### config.mk
export PLATFORM = sky130hd
export DESIGN_NAME = pd_sink_caps_select_request_flat
export DESIGN_NICKNAME = d
export VERILOG_FILES = /design/src/rtl/core/pdsnk_pkg.sv /design/src/rtl/core/pdsnk_cmd_if.sv /design/src/rtl/core/pdsnk_rsp_if.sv /design/src/rtl/core/pdsnk_cfg_if.sv /design/src/rtl/core/pd_sink_caps_select_request.sv /design/src/rtl/core/pdsnk_in_stage.sv /design/src/rtl/core/pdsnk_engine.sv /design/src/rtl/core/pdsnk_out_queue.sv /design/src/flat_wrapper.sv
export SDC_FILE = /design/constraint.sdc
export NUM_CORES = 1
export LEC_CHECK = 0
export BUFFER_PORTS_ARGS = -buffer_cell sky130_fd_sc_hd__buf_2
export CORE_MARGIN = 4
export CORE_UTILIZATION = 53
export CTS_BUF_LIST = sky130_fd_sc_hd__clkbuf_16
export DETAILED_ROUTE_END_ITERATION = 7
export HOLD_SLACK_MARGIN = 0.02
export PLACE_DENSITY = 0.84
export SETUP_SLACK_MARGIN = 0.02
export SLEW_MARGIN = 30
export SYNTH_ARGS = -nofsm -noshare
export SYNTH_HDL_FRONTEND = slang
export SYNTH_HIERARCHICAL = 1
export SYNTH_SLANG_ARGS = --single-unit
export TNS_END_PERCENT = 100
### constraint.sdc
create_clock -name clk -period 4.9 [get_ports clk]
set_clock_uncertainty 0.1 [all_clocks]
set_input_delay 0.49 -clock clk [delete_from_list [all_inputs] [get_ports clk]]
set_output_delay 0.49 -clock clk [all_outputs]
set_load 0.005 [all_outputs]
### src/rtl/core/pdsnk_pkg.sv
`timescale 1ns / 1ps
// Shared types, constants and helper functions for the PD sink message engine.
package pdsnk_pkg;

  localparam int unsigned WORD_W          = 32;
  localparam int unsigned VOLT_W          = 10;
  localparam int unsigned CUR_W           = 10;
  localparam int unsigned CNT_W           = 3;
  localparam int unsigned REV_W           = 2;
  localparam int unsigned CFG_IDX_W       = 2;
  localparam int unsigned CFG_DATA_W      = 10;
  localparam int unsigned MAX_OBJECTS_DEF = 7;

  // result queue
  localparam int unsigned RQ_DEPTH = 4;
  localparam int unsigned RQ_PTR_W = 2;
  localparam int unsigned RQ_CNT_W = 3;

  localparam logic [VOLT_W-1:0] MIN_VOLTAGE_RST   = 10'd260;
  localparam logic [REV_W-1:0]  SPEC_REVISION_RST = 2'd1;

  localparam logic [CFG_IDX_W-1:0] CFG_MIN_VOLTAGE   = 2'd0;
  localparam logic [CFG_IDX_W-1:0] CFG_SPEC_REVISION = 2'd1;

  localparam logic [3:0] MSG_SRC_CAPS    = 4'b0001;
  localparam logic [3:0] MSG_REQUEST     = 4'b0010;
  localparam logic [3:0] MSG_PS_RDY      = 4'b0110;
  localparam logic [3:0] MSG_GET_SRC_CAP = 4'b0111;
  localparam logic [3:0] MSG_SOFT_RESET  = 4'b1101;

  localparam logic [1:0] PDO_RESERVED = 2'b11;

  typedef enum logic [1:0] {
    FuncRxHeader  = 2'd0,
    FuncRxObject  = 2'd1,
    FuncGetCaps   = 2'd2,
    FuncSoftReset = 2'd3
  } func_t;

  typedef struct packed {
    logic [1:0]        func;
    logic [WORD_W-1:0] rx_word;
  } item_t;

  typedef struct packed {
    logic              is_tx;
    logic [WORD_W-1:0] tx_word;
    logic              tx_last;
    logic              power_enable;
    logic              selection_ok;
  } res_t;

  // up to two result words per item
  typedef struct packed {
    logic one;
    logic two;
    res_t r0;
    res_t r1;
  } push_t;

  typedef struct packed {
    logic                  en;
    logic [CFG_IDX_W-1:0]  index;
    logic [CFG_DATA_W-1:0] data;
  } cfg_wr_t;

  function automatic logic [WORD_W-1:0] make_header(
    input logic [3:0]       msg,
    input logic [REV_W-1:0] rev,
    input logic [CNT_W-1:0] id,
    input logic [CNT_W-1:0] count
  );
    return {16'h0000, 1'b0, count, id, 1'b0, rev, 2'b00, msg};
  endfunction

  function automatic logic [WORD_W-1:0] make_rdo(
    input logic [CUR_W-1:0] cur,
    input logic [CNT_W-1:0] pos
  );
    return {1'b0, pos, 8'h00, cur, cur};
  endfunction

endpackage

### src/rtl/core/pdsnk_cmd_if.sv
`timescale 1ns / 1ps
// Input channel: received PD words and commands.
interface pdsnk_cmd_if import pdsnk_pkg::*; ();
  logic              valid;
  logic              ready;
  logic [1:0]        func;
  logic [WORD_W-1:0] rx_word;

  modport source (output valid, func, rx_word, input ready);
  modport sink   (input valid, func, rx_word, output ready);
endinterface

### src/rtl/core/pdsnk_rsp_if.sv
`timescale 1ns / 1ps
// Output channel: transmit words and status.
interface pdsnk_rsp_if import pdsnk_pkg::*; ();
  logic              valid;
  logic              ready;
  logic              is_tx;
  logic [WORD_W-1:0] tx_word;
  logic              tx_last;
  logic              power_enable;
  logic              selection_ok;

  modport source (output valid, is_tx, tx_word, tx_last, power_enable, selection_ok,
                  input ready);
  modport sink   (input valid, is_tx, tx_word, tx_last, power_enable, selection_ok,
                  output ready);
endinterface

### src/rtl/core/pdsnk_cfg_if.sv
`timescale 1ns / 1ps
// Configuration write channel.
interface pdsnk_cfg_if import pdsnk_pkg::*; ();
  logic                  valid;
  logic                  ready;
  logic [CFG_IDX_W-1:0]  index;
  logic [CFG_DATA_W-1:0] data;

  modport source (output valid, index, data, input ready);
  modport sink   (input valid, index, data, output ready);
endinterface

### src/rtl/core/pd_sink_caps_select_request.sv
`timescale 1ns / 1ps
// USB PD sink message engine. Each accepted word (received header, received data
// object, get-source-caps or soft-reset command) is registered, then processed
// against the scan state, and its result words (none, one, or two for the last PDO
// of a Source_Capabilities message) go into a four-entry result queue. A word goes
// through the input register, then the queue, before its first result word shows.
// A new word is accepted every cycle while the queue has two free entries; the
// output port moves one word per cycle while ready is high, so at steady state items
// that raise a Request are paced by it. Configuration writes are always taken.
module pd_sink_caps_select_request import pdsnk_pkg::*; #(
  parameter int unsigned MAX_OBJECTS = MAX_OBJECTS_DEF
) (
  input logic         clk,
  input logic         rst,
  pdsnk_cmd_if.sink   cmd,
  pdsnk_rsp_if.source rsp,
  pdsnk_cfg_if.sink   cfg
);

  item_t   in_item;
  item_t   item;
  logic    item_valid;
  logic    fire;
  logic    room;
  push_t   push;
  res_t    res;
  cfg_wr_t cfg_wr;

  assign in_item = '{func: cmd.func, rx_word: cmd.rx_word};
  assign fire    = item_valid && room;

  assign cfg.ready = 1'b1;
  assign cfg_wr    = '{en: cfg.valid, index: cfg.index, data: cfg.data};

  pdsnk_in_stage u_in (
    .clk      (clk),
    .rst      (rst),
    .in_valid (cmd.valid),
    .in_item  (in_item),
    .in_ready (cmd.ready),
    .take     (fire),
    .valid    (item_valid),
    .item     (item)
  );

  pdsnk_engine #(.MAX_OBJECTS(MAX_OBJECTS)) u_eng (
    .clk    (clk),
    .rst    (rst),
    .cfg_wr (cfg_wr),
    .item   (item),
    .fire   (fire),
    .push   (push)
  );

  pdsnk_out_queue u_q (
    .clk   (clk),
    .rst   (rst),
    .push  (push),
    .room  (room),
    .valid (rsp.valid),
    .data  (res),
    .ready (rsp.ready)
  );

  assign rsp.is_tx        = res.is_tx;
  assign rsp.tx_word      = res.tx_word;
  assign rsp.tx_last      = res.tx_last;
  assign rsp.power_enable = res.power_enable;
  assign rsp.selection_ok = res.selection_ok;

endmodule

### src/rtl/core/pdsnk_in_stage.sv
`timescale 1ns / 1ps
// Input register stage: holds one accepted word until the engine takes it.
module pdsnk_in_stage import pdsnk_pkg::*; (
  input  logic  clk,
  input  logic  rst,
  input  logic  in_valid,
  input  item_t in_item,
  output logic  in_ready,
  input  logic  take,
  output logic  valid,
  output item_t item
);

  assign in_ready = !valid || take;

  always_ff @(posedge clk) begin
    if (rst) begin
      valid <= 1'b0;
    end else if (in_ready) begin
      valid <= in_valid;
    end
  end

  always_ff @(posedge clk) begin
    if (in_ready && in_valid) begin
      item <= in_item;
    end
  end

endmodule

### src/rtl/core/pdsnk_engine.sv
`timescale 1ns / 1ps
// Message engine: scan state, PDO selection, header and request building.
module pdsnk_engine import pdsnk_pkg::*; #(
  parameter int unsigned MAX_OBJECTS = MAX_OBJECTS_DEF
) (
  input  logic    clk,
  input  logic    rst,
  input  cfg_wr_t cfg_wr,
  input  item_t   item,
  input  logic    fire,
  output push_t   push
);

  logic [VOLT_W-1:0] min_voltage;
  logic [REV_W-1:0]  hdr_revision;

  logic [CNT_W-1:0]  msg_seq,       msg_seq_next;
  logic [CNT_W-1:0]  objects_left,  objects_left_next;
  logic [CNT_W-1:0]  object_index,  object_index_next;
  logic              in_caps,       in_caps_next;
  logic [VOLT_W-1:0] best_voltage,  best_voltage_next;
  logic [CUR_W-1:0]  best_current,  best_current_next;
  logic [CNT_W-1:0]  best_position, best_position_next;
  logic              found_flag,    found_flag_next;
  logic [CUR_W-1:0]  first_current, first_current_next;
  logic              power_on,      power_on_next;

  func_t             func;
  logic [3:0]        msg;
  logic [CNT_W-1:0]  count;
  logic [1:0]        ptype;
  logic [VOLT_W-1:0] volts;
  logic [CUR_W-1:0]  cur;
  logic              better;
  logic [CUR_W-1:0]  req_cur;
  logic [CNT_W-1:0]  req_pos;

  localparam logic [CNT_W-1:0] MaxObj = CNT_W'(MAX_OBJECTS);

  assign func  = func_t'(item.func);
  assign msg   = item.rx_word[3:0];
  assign count = item.rx_word[14:12];
  assign ptype = item.rx_word[31:30];
  assign volts = item.rx_word[19:10];
  assign cur   = item.rx_word[9:0];

  // non-reserved PDO, strict improvement over the best so far, at or above threshold
  assign better = (ptype != PDO_RESERVED) && (volts >= min_voltage) &&
                  (volts > best_voltage);

  assign req_cur = found_flag_next ? best_current_next  : first_current_next;
  assign req_pos = found_flag_next ? best_position_next : CNT_W'(1);

  always_comb begin
    msg_seq_next       = msg_seq;
    objects_left_next  = objects_left;
    object_index_next  = object_index;
    in_caps_next       = in_caps;
    best_voltage_next  = best_voltage;
    best_current_next  = best_current;
    best_position_next = best_position;
    found_flag_next    = found_flag;
    first_current_next = first_current;
    power_on_next      = power_on;
    push               = '0;

    unique case (func)
      FuncRxHeader: begin
        if (count == '0) begin
          if (msg == MSG_PS_RDY) begin
            power_on_next = 1'b1;
            push.one      = 1'b1;
            push.r0       = '{is_tx: 1'b0, tx_word: '0, tx_last: 1'b0,
                              power_enable: 1'b1, selection_ok: found_flag};
          end
        end else if (msg == MSG_SRC_CAPS) begin
          in_caps_next       = 1'b1;
          objects_left_next  = (count > MaxObj) ? MaxObj : count;
          object_index_next  = '0;
          best_voltage_next  = '0;
          best_current_next  = '0;
          best_position_next = '0;
          found_flag_next    = 1'b0;
          first_current_next = '0;
        end else begin
          in_caps_next      = 1'b0;
          objects_left_next = '0;
        end
      end
      FuncRxObject: begin
        if (in_caps && objects_left != '0) begin
          if (object_index == '0) begin
            first_current_next = cur;
          end
          if (better) begin
            best_voltage_next  = volts;
            best_current_next  = cur;
            best_position_next = object_index + CNT_W'(1);
            found_flag_next    = 1'b1;
          end
          object_index_next = object_index + CNT_W'(1);
          objects_left_next = objects_left - CNT_W'(1);
          // last PDO: header word then request object
          if (objects_left == CNT_W'(1)) begin
            in_caps_next = 1'b0;
            msg_seq_next = msg_seq + CNT_W'(1);
            push.one     = 1'b1;
            push.two     = 1'b1;
            push.r0 = '{is_tx: 1'b1,
                        tx_word: make_header(MSG_REQUEST, hdr_revision, msg_seq,
                                             CNT_W'(1)),
                        tx_last: 1'b0, power_enable: power_on,
                        selection_ok: found_flag_next};
            push.r1 = '{is_tx: 1'b1, tx_word: make_rdo(req_cur, req_pos),
                        tx_last: 1'b1, power_enable: power_on,
                        selection_ok: found_flag_next};
          end
        end
      end
      FuncGetCaps: begin
        msg_seq_next = msg_seq + CNT_W'(1);
        push.one     = 1'b1;
        push.r0 = '{is_tx: 1'b1,
                    tx_word: make_header(MSG_GET_SRC_CAP, hdr_revision, msg_seq, '0),
                    tx_last: 1'b1, power_enable: power_on, selection_ok: found_flag};
      end
      FuncSoftReset: begin
        msg_seq_next = '0;
        push.one     = 1'b1;
        push.r0 = '{is_tx: 1'b1,
                    tx_word: make_header(MSG_SOFT_RESET, hdr_revision, msg_seq, '0),
                    tx_last: 1'b1, power_enable: power_on, selection_ok: found_flag};
      end
      default: begin
      end
    endcase

    // words go to the queue only when the item is actually consumed
    if (!fire) begin
      push = '0;
    end
  end

  always_ff @(posedge clk) begin
    if (rst) begin
      min_voltage  <= MIN_VOLTAGE_RST;
      hdr_revision <= SPEC_REVISION_RST;
    end else if (cfg_wr.en) begin
      if (cfg_wr.index == CFG_MIN_VOLTAGE) begin
        min_voltage <= cfg_wr.data;
      end else if (cfg_wr.index == CFG_SPEC_REVISION) begin
        hdr_revision <= cfg_wr.data[REV_W-1:0];
      end
    end
  end

  always_ff @(posedge clk) begin
    if (rst) begin
      msg_seq       <= '0;
      objects_left  <= '0;
      object_index  <= '0;
      in_caps       <= 1'b0;
      best_voltage  <= '0;
      best_current  <= '0;
      best_position <= '0;
      found_flag    <= 1'b0;
      first_current <= '0;
      power_on      <= 1'b0;
    end else if (fire) begin
      msg_seq       <= msg_seq_next;
      objects_left  <= objects_left_next;
      object_index  <= object_index_next;
      in_caps       <= in_caps_next;
      best_voltage  <= best_voltage_next;
      best_current  <= best_current_next;
      best_position <= best_position_next;
      found_flag    <= found_flag_next;
      first_current <= first_current_next;
      power_on      <= power_on_next;
    end
  end

endmodule

### src/rtl/core/pdsnk_out_queue.sv
`timescale 1ns / 1ps
// Result queue: takes up to two words per cycle, hands out one while ready is high.
module pdsnk_out_queue import pdsnk_pkg::*; (
  input  logic  clk,
  input  logic  rst,
  input  push_t push,
  output logic  room,
  output logic  valid,
  output res_t  data,
  input  logic  ready
);

  res_t                mem [RQ_DEPTH];
  logic [RQ_PTR_W-1:0] wptr, wptr_next;
  logic [RQ_PTR_W-1:0] rptr, rptr_next;
  logic [RQ_CNT_W-1:0] count, count_next;
  logic                pop;

  assign valid = (count != '0);
  assign data  = mem[rptr];
  assign pop   = valid && ready;
  // engine may only fire when two slots are free
  assign room  = (count <= RQ_CNT_W'(RQ_DEPTH - 2));

  always_comb begin
    wptr_next  = wptr + RQ_PTR_W'(push.one) + RQ_PTR_W'(push.two);
    rptr_next  = rptr + RQ_PTR_W'(pop);
    count_next = count + RQ_CNT_W'(push.one) + RQ_CNT_W'(push.two) - RQ_CNT_W'(pop);
  end

  always_ff @(posedge clk) begin
    if (rst) begin
      wptr  <= '0;
      rptr  <= '0;
      count <= '0;
    end else begin
      wptr  <= wptr_next;
      rptr  <= rptr_next;
      count <= count_next;
    end
  end

  always_ff @(posedge clk) begin
    if (push.one) begin
      mem[wptr] <= push.r0;
    end
    if (push.two) begin
      mem[wptr + RQ_PTR_W'(1)] <= push.r1;
    end
  end

endmodule

### src/flat_wrapper.sv
// flat-port wrapper written by rule: the top's interface ports become plain ports
module pd_sink_caps_select_request_flat import pdsnk_pkg::*;
#(
  parameter int unsigned MAX_OBJECTS = MAX_OBJECTS_DEF
)
  (clk, rst, cmd_valid, cmd_func, cmd_rx_word, cmd_ready, rsp_valid, rsp_is_tx, rsp_tx_word, rsp_tx_last, rsp_power_enable, rsp_selection_ok, rsp_ready, cfg_valid, cfg_index, cfg_data, cfg_ready);
  pdsnk_cmd_if cmd_i ();
  pdsnk_rsp_if rsp_i ();
  pdsnk_cfg_if cfg_i ();
  input logic clk;
  input logic rst;
  input wire logic [$bits(cmd_i.valid)-1:0] cmd_valid;
  input wire logic [$bits(cmd_i.func)-1:0] cmd_func;
  input wire logic [$bits(cmd_i.rx_word)-1:0] cmd_rx_word;
  output wire logic [$bits(cmd_i.ready)-1:0] cmd_ready;
  output wire logic [$bits(rsp_i.valid)-1:0] rsp_valid;
  output wire logic [$bits(rsp_i.is_tx)-1:0] rsp_is_tx;
  output wire logic [$bits(rsp_i.tx_word)-1:0] rsp_tx_word;
  output wire logic [$bits(rsp_i.tx_last)-1:0] rsp_tx_last;
  output wire logic [$bits(rsp_i.power_enable)-1:0] rsp_power_enable;
  output wire logic [$bits(rsp_i.selection_ok)-1:0] rsp_selection_ok;
  input wire logic [$bits(rsp_i.ready)-1:0] rsp_ready;
  input wire logic [$bits(cfg_i.valid)-1:0] cfg_valid;
  input wire logic [$bits(cfg_i.index)-1:0] cfg_index;
  input wire logic [$bits(cfg_i.data)-1:0] cfg_data;
  output wire logic [$bits(cfg_i.ready)-1:0] cfg_ready;
  assign cmd_i.valid = cmd_valid;
  assign cmd_i.func = cmd_func;
  assign cmd_i.rx_word = cmd_rx_word;
  assign cmd_ready = cmd_i.ready;
  assign rsp_valid = rsp_i.valid;
  assign rsp_is_tx = rsp_i.is_tx;
  assign rsp_tx_word = rsp_i.tx_word;
  assign rsp_tx_last = rsp_i.tx_last;
  assign rsp_power_enable = rsp_i.power_enable;
  assign rsp_selection_ok = rsp_i.selection_ok;
  assign rsp_i.ready = rsp_ready;
  assign cfg_i.valid = cfg_valid;
  assign cfg_i.index = cfg_index;
  assign cfg_i.data = cfg_data;
  assign cfg_ready = cfg_i.ready;
  pd_sink_caps_select_request #(.MAX_OBJECTS(MAX_OBJECTS)) u_core (.clk(clk), .rst(rst), .cmd(cmd_i), .rsp(rsp_i), .cfg(cfg_i));
endmodule
==> flow_metrics.py <==
metrics = {
    "floorplan": {
        "start_util": 0.539,
        "dieArea_um2": 25400,
        "die_w_um": 159,
        "die_y_um": 159,
        "rows": 55,
        "pin_count": 90,
        "core_area_um2": 22600,
    },
    "placement": {
        "place_congestion": 0.814,
        "portBuffers": 78,
        "hpwl_um": 15200,
        "dpl_cell_area_um2": 12500,
        "dp_slack_ns": 0.991,
    },
    "timing": {
        "fin_ws_ns": 0.899,
        "setup_viol": 0,
        "slew_headroom": 0.361,
        "finalCritPeriodShare": 0.817,
        "slew_viol_final": 0,
        "layout_min_cycle_time_ns": 4.00,
        "rsz0062_at_grt": "false",
        "hold_viol": 0,
        "worst_hold_slack_ns": 0.0402,
        "worstMarginPinSlew_ns": 0.955,
        "fmax_mhz": 250,
        "tns_ns": 0,
    },
    "clock_network": {
        "hold_buffers": 5,
        "cts_buffers": 25,
        "cts-resized-gates": 0,
        "cts_setup_buffers": 0,
        "clock-sinks": 233,
        "ctsHtreeMaxLevel": 1,
        "root_buffer": "clkbuf_16",
        "clockBufferDepth": 3,
        "cts_tree": "built",
        "path_clk_slew_ns": 0.06,
        "clk_latency_ns": 0.52,
    },
    "critical_path": {
        "cp_num_buf_inv": 2,
        "start_kind": "flop",
        "end_kind": "flop",
        "critPathArrivalTime_ns": 4.18,
        "r2r-start": "u_core/u_in/item[32]",
        "critPathSlowestCell": "edfxtp_1",
        "path_delay_family": "simple AND/OR/NAND/NOR gates",
        "r2r_setup_slack_ns": 0.90,
        "worstPathCellList": "nor2b_2 > nand3_1 > nor3b_1 > nand2_1 > clkinv_1 > nand3b_1 > buf_4 > mux2_4",
        "cp.depth": 8,
        "cp-startpoint": "u_core/u_in/item[32]",
        "critPathMaxFanout": 13,
        "cp-endpoint": "u_core/u_q/mem[3][9]",
        "crit_required_ns": 5.07,
        "criticalPathCategory": "flop to flop",
        "worstRegToRegCells": 8,
        "cp_slowest_stage_delay_ns": 0.63,
        "rr_endpoint": "u_core/u_q/mem[3][9]",
    },
    "final_layout": {
        "layout_common_cells": "168 x edfxtp_1, 82 x mux2_2, 78 x buf_2",
        "final_common_cell": "edfxtp_1",
        "multi_input_area_um2": 5120,
        "antennaDiodeCount": 0,
        "fillers": 1705,
        "drive_gt1_frac": 0.339,
        "seq_area_um2": 6350,
        "final_net_count": 1044,
        "final_area_um2": 13300,
        "synthToLayoutAreaGrowth_pct": 9.43,
        "utilization": 0.589,
    },
    "detailed_routing": {
        "vias_per_cell": 5.66,
        "wl_per_cell_um": 18.8,
        "first_iter_violations": 523,
        "ant_nets": 0,
        "drtPass1Iterations": 5,
        "drc_errors": 0,
        "via_count": 7145,
        "routed_wl_um": 23700,
    },
    "pwr": {
        "power.switching_uw": 1190,
        "p_int_uw": 3630,
        "leakagePower_uw": 0.00502,
        "pwr-share-seq": 0.484,
        "power_density_nw_per_um2": 362,
        "pwr-share-clk": 0.356,
        "switching_share": 0.248,
        "ir_worst_vdd_v": 0.000296,
        "comb_power_share": 0.160,
    },
    "run": {
        "drv_cap": 0,
    },
    "global_routing": {
        "overflow": 0,
        "grt.total_usage": 0.185,
        "grt_pass1_vias": 7348,
        "antenna_found_initial": 0,
        "grt_max_degree": 51,
        "grt_first_pass_wirelength_um": 38800,
    },
    "synth": {
        "yosysWarnings": 6,
        "postSynthAreaPerCell_um2": 13.5,
        "synth_area_um2": 12200,
        "synth_cells": 898,
    },
    "run_status": {
        "status": "finished clean",
    },
    "worst_hold_path": {
        "hold_class": "input pin to flop",
    },
}
-- registers in the layout, summed over array words and instances, names as in the netlist, 10 cells and up --
| signal | flops |
|---|---|
| u_core/u_q/mem | 144 |
| u_core/u_in/item | 24 |
| u_core/u_eng/best_current | 10 |
| u_core/u_eng/best_voltage | 10 |
| u_core/u_eng/first_current | 10 |
| u_core/u_eng/min_voltage | 10 |
-- power by group through the flow --
stage	combinational, uW	clock [uW]	sequential [uW]
after floorplan	626	0	2290
after global placement	758	0	2370
after detailed placement	778	0	2380
after CTS	785	1750	2340
after global routing	857	1840	2350
final	772	1710	2330
-- cell type report --
type / count / share of cell area
multi-input combinational: 565 / 0.385
clock buffer: 25 / 0.0470
sequential: 233 / 0.477
timing repair buffer: 100 / 0.0448
inverter: 36 / 0.0102
clock inverter: 19 / 0.00912
tap: 285 / 0.0268
-- worst register-to-register path: stages (launching register included) --
cell and delay, ns:
edfxtp_1 0.63, nor2b_2 0.37, nand3_1 0.24, nor3b_1 0.51
nand2_1 0.33, clkinv_1 0.29, nand3b_1 0.53, buf_4 0.43
mux2_4 0.33
-- per-stage QoR --
step	power, uW	cells
after floorplan	2910	928
after global placement	3130	1213
after detailed placement	3150	1213
after CTS	4870	1262
after global routing	5040	1263
final	4820	1263
-- metal layers --
metal	vias up	part of all wire	global-route usage
met4	0	0.014	0.0367
li1	3392	-	-
met2	180	0.52	0.331
met3	33	0.047	0.0295
met1	3540	0.42	0.241
met5	-	0	0
-- worst min-delay path by stage --
stage	start	cells past startpoint	end	slack (ns)
6_report	cmd_rx_word[12]	1	u_core/u_in/item[12]	0.04
5_1_grt	cmd_rx_word[5]	1	u_core/u_in/item[5]	0.02
4_1_cts	cmd_rx_word[5]	1	u_core/u_in/item[5]	0.02
3_5_place_dp	u_core/u_eng/best_position[2]	2	u_core/u_eng/best_position[2]	0.35
3_3_place_gp	u_core/u_eng/best_position[2]	2	u_core/u_eng/best_position[2]	0.33
2_1_floorplan	u_core/u_eng/best_position[2]	2	u_core/u_eng/best_position[2]	0.32
Note: power is estimated with default switching activity, not from simulation.
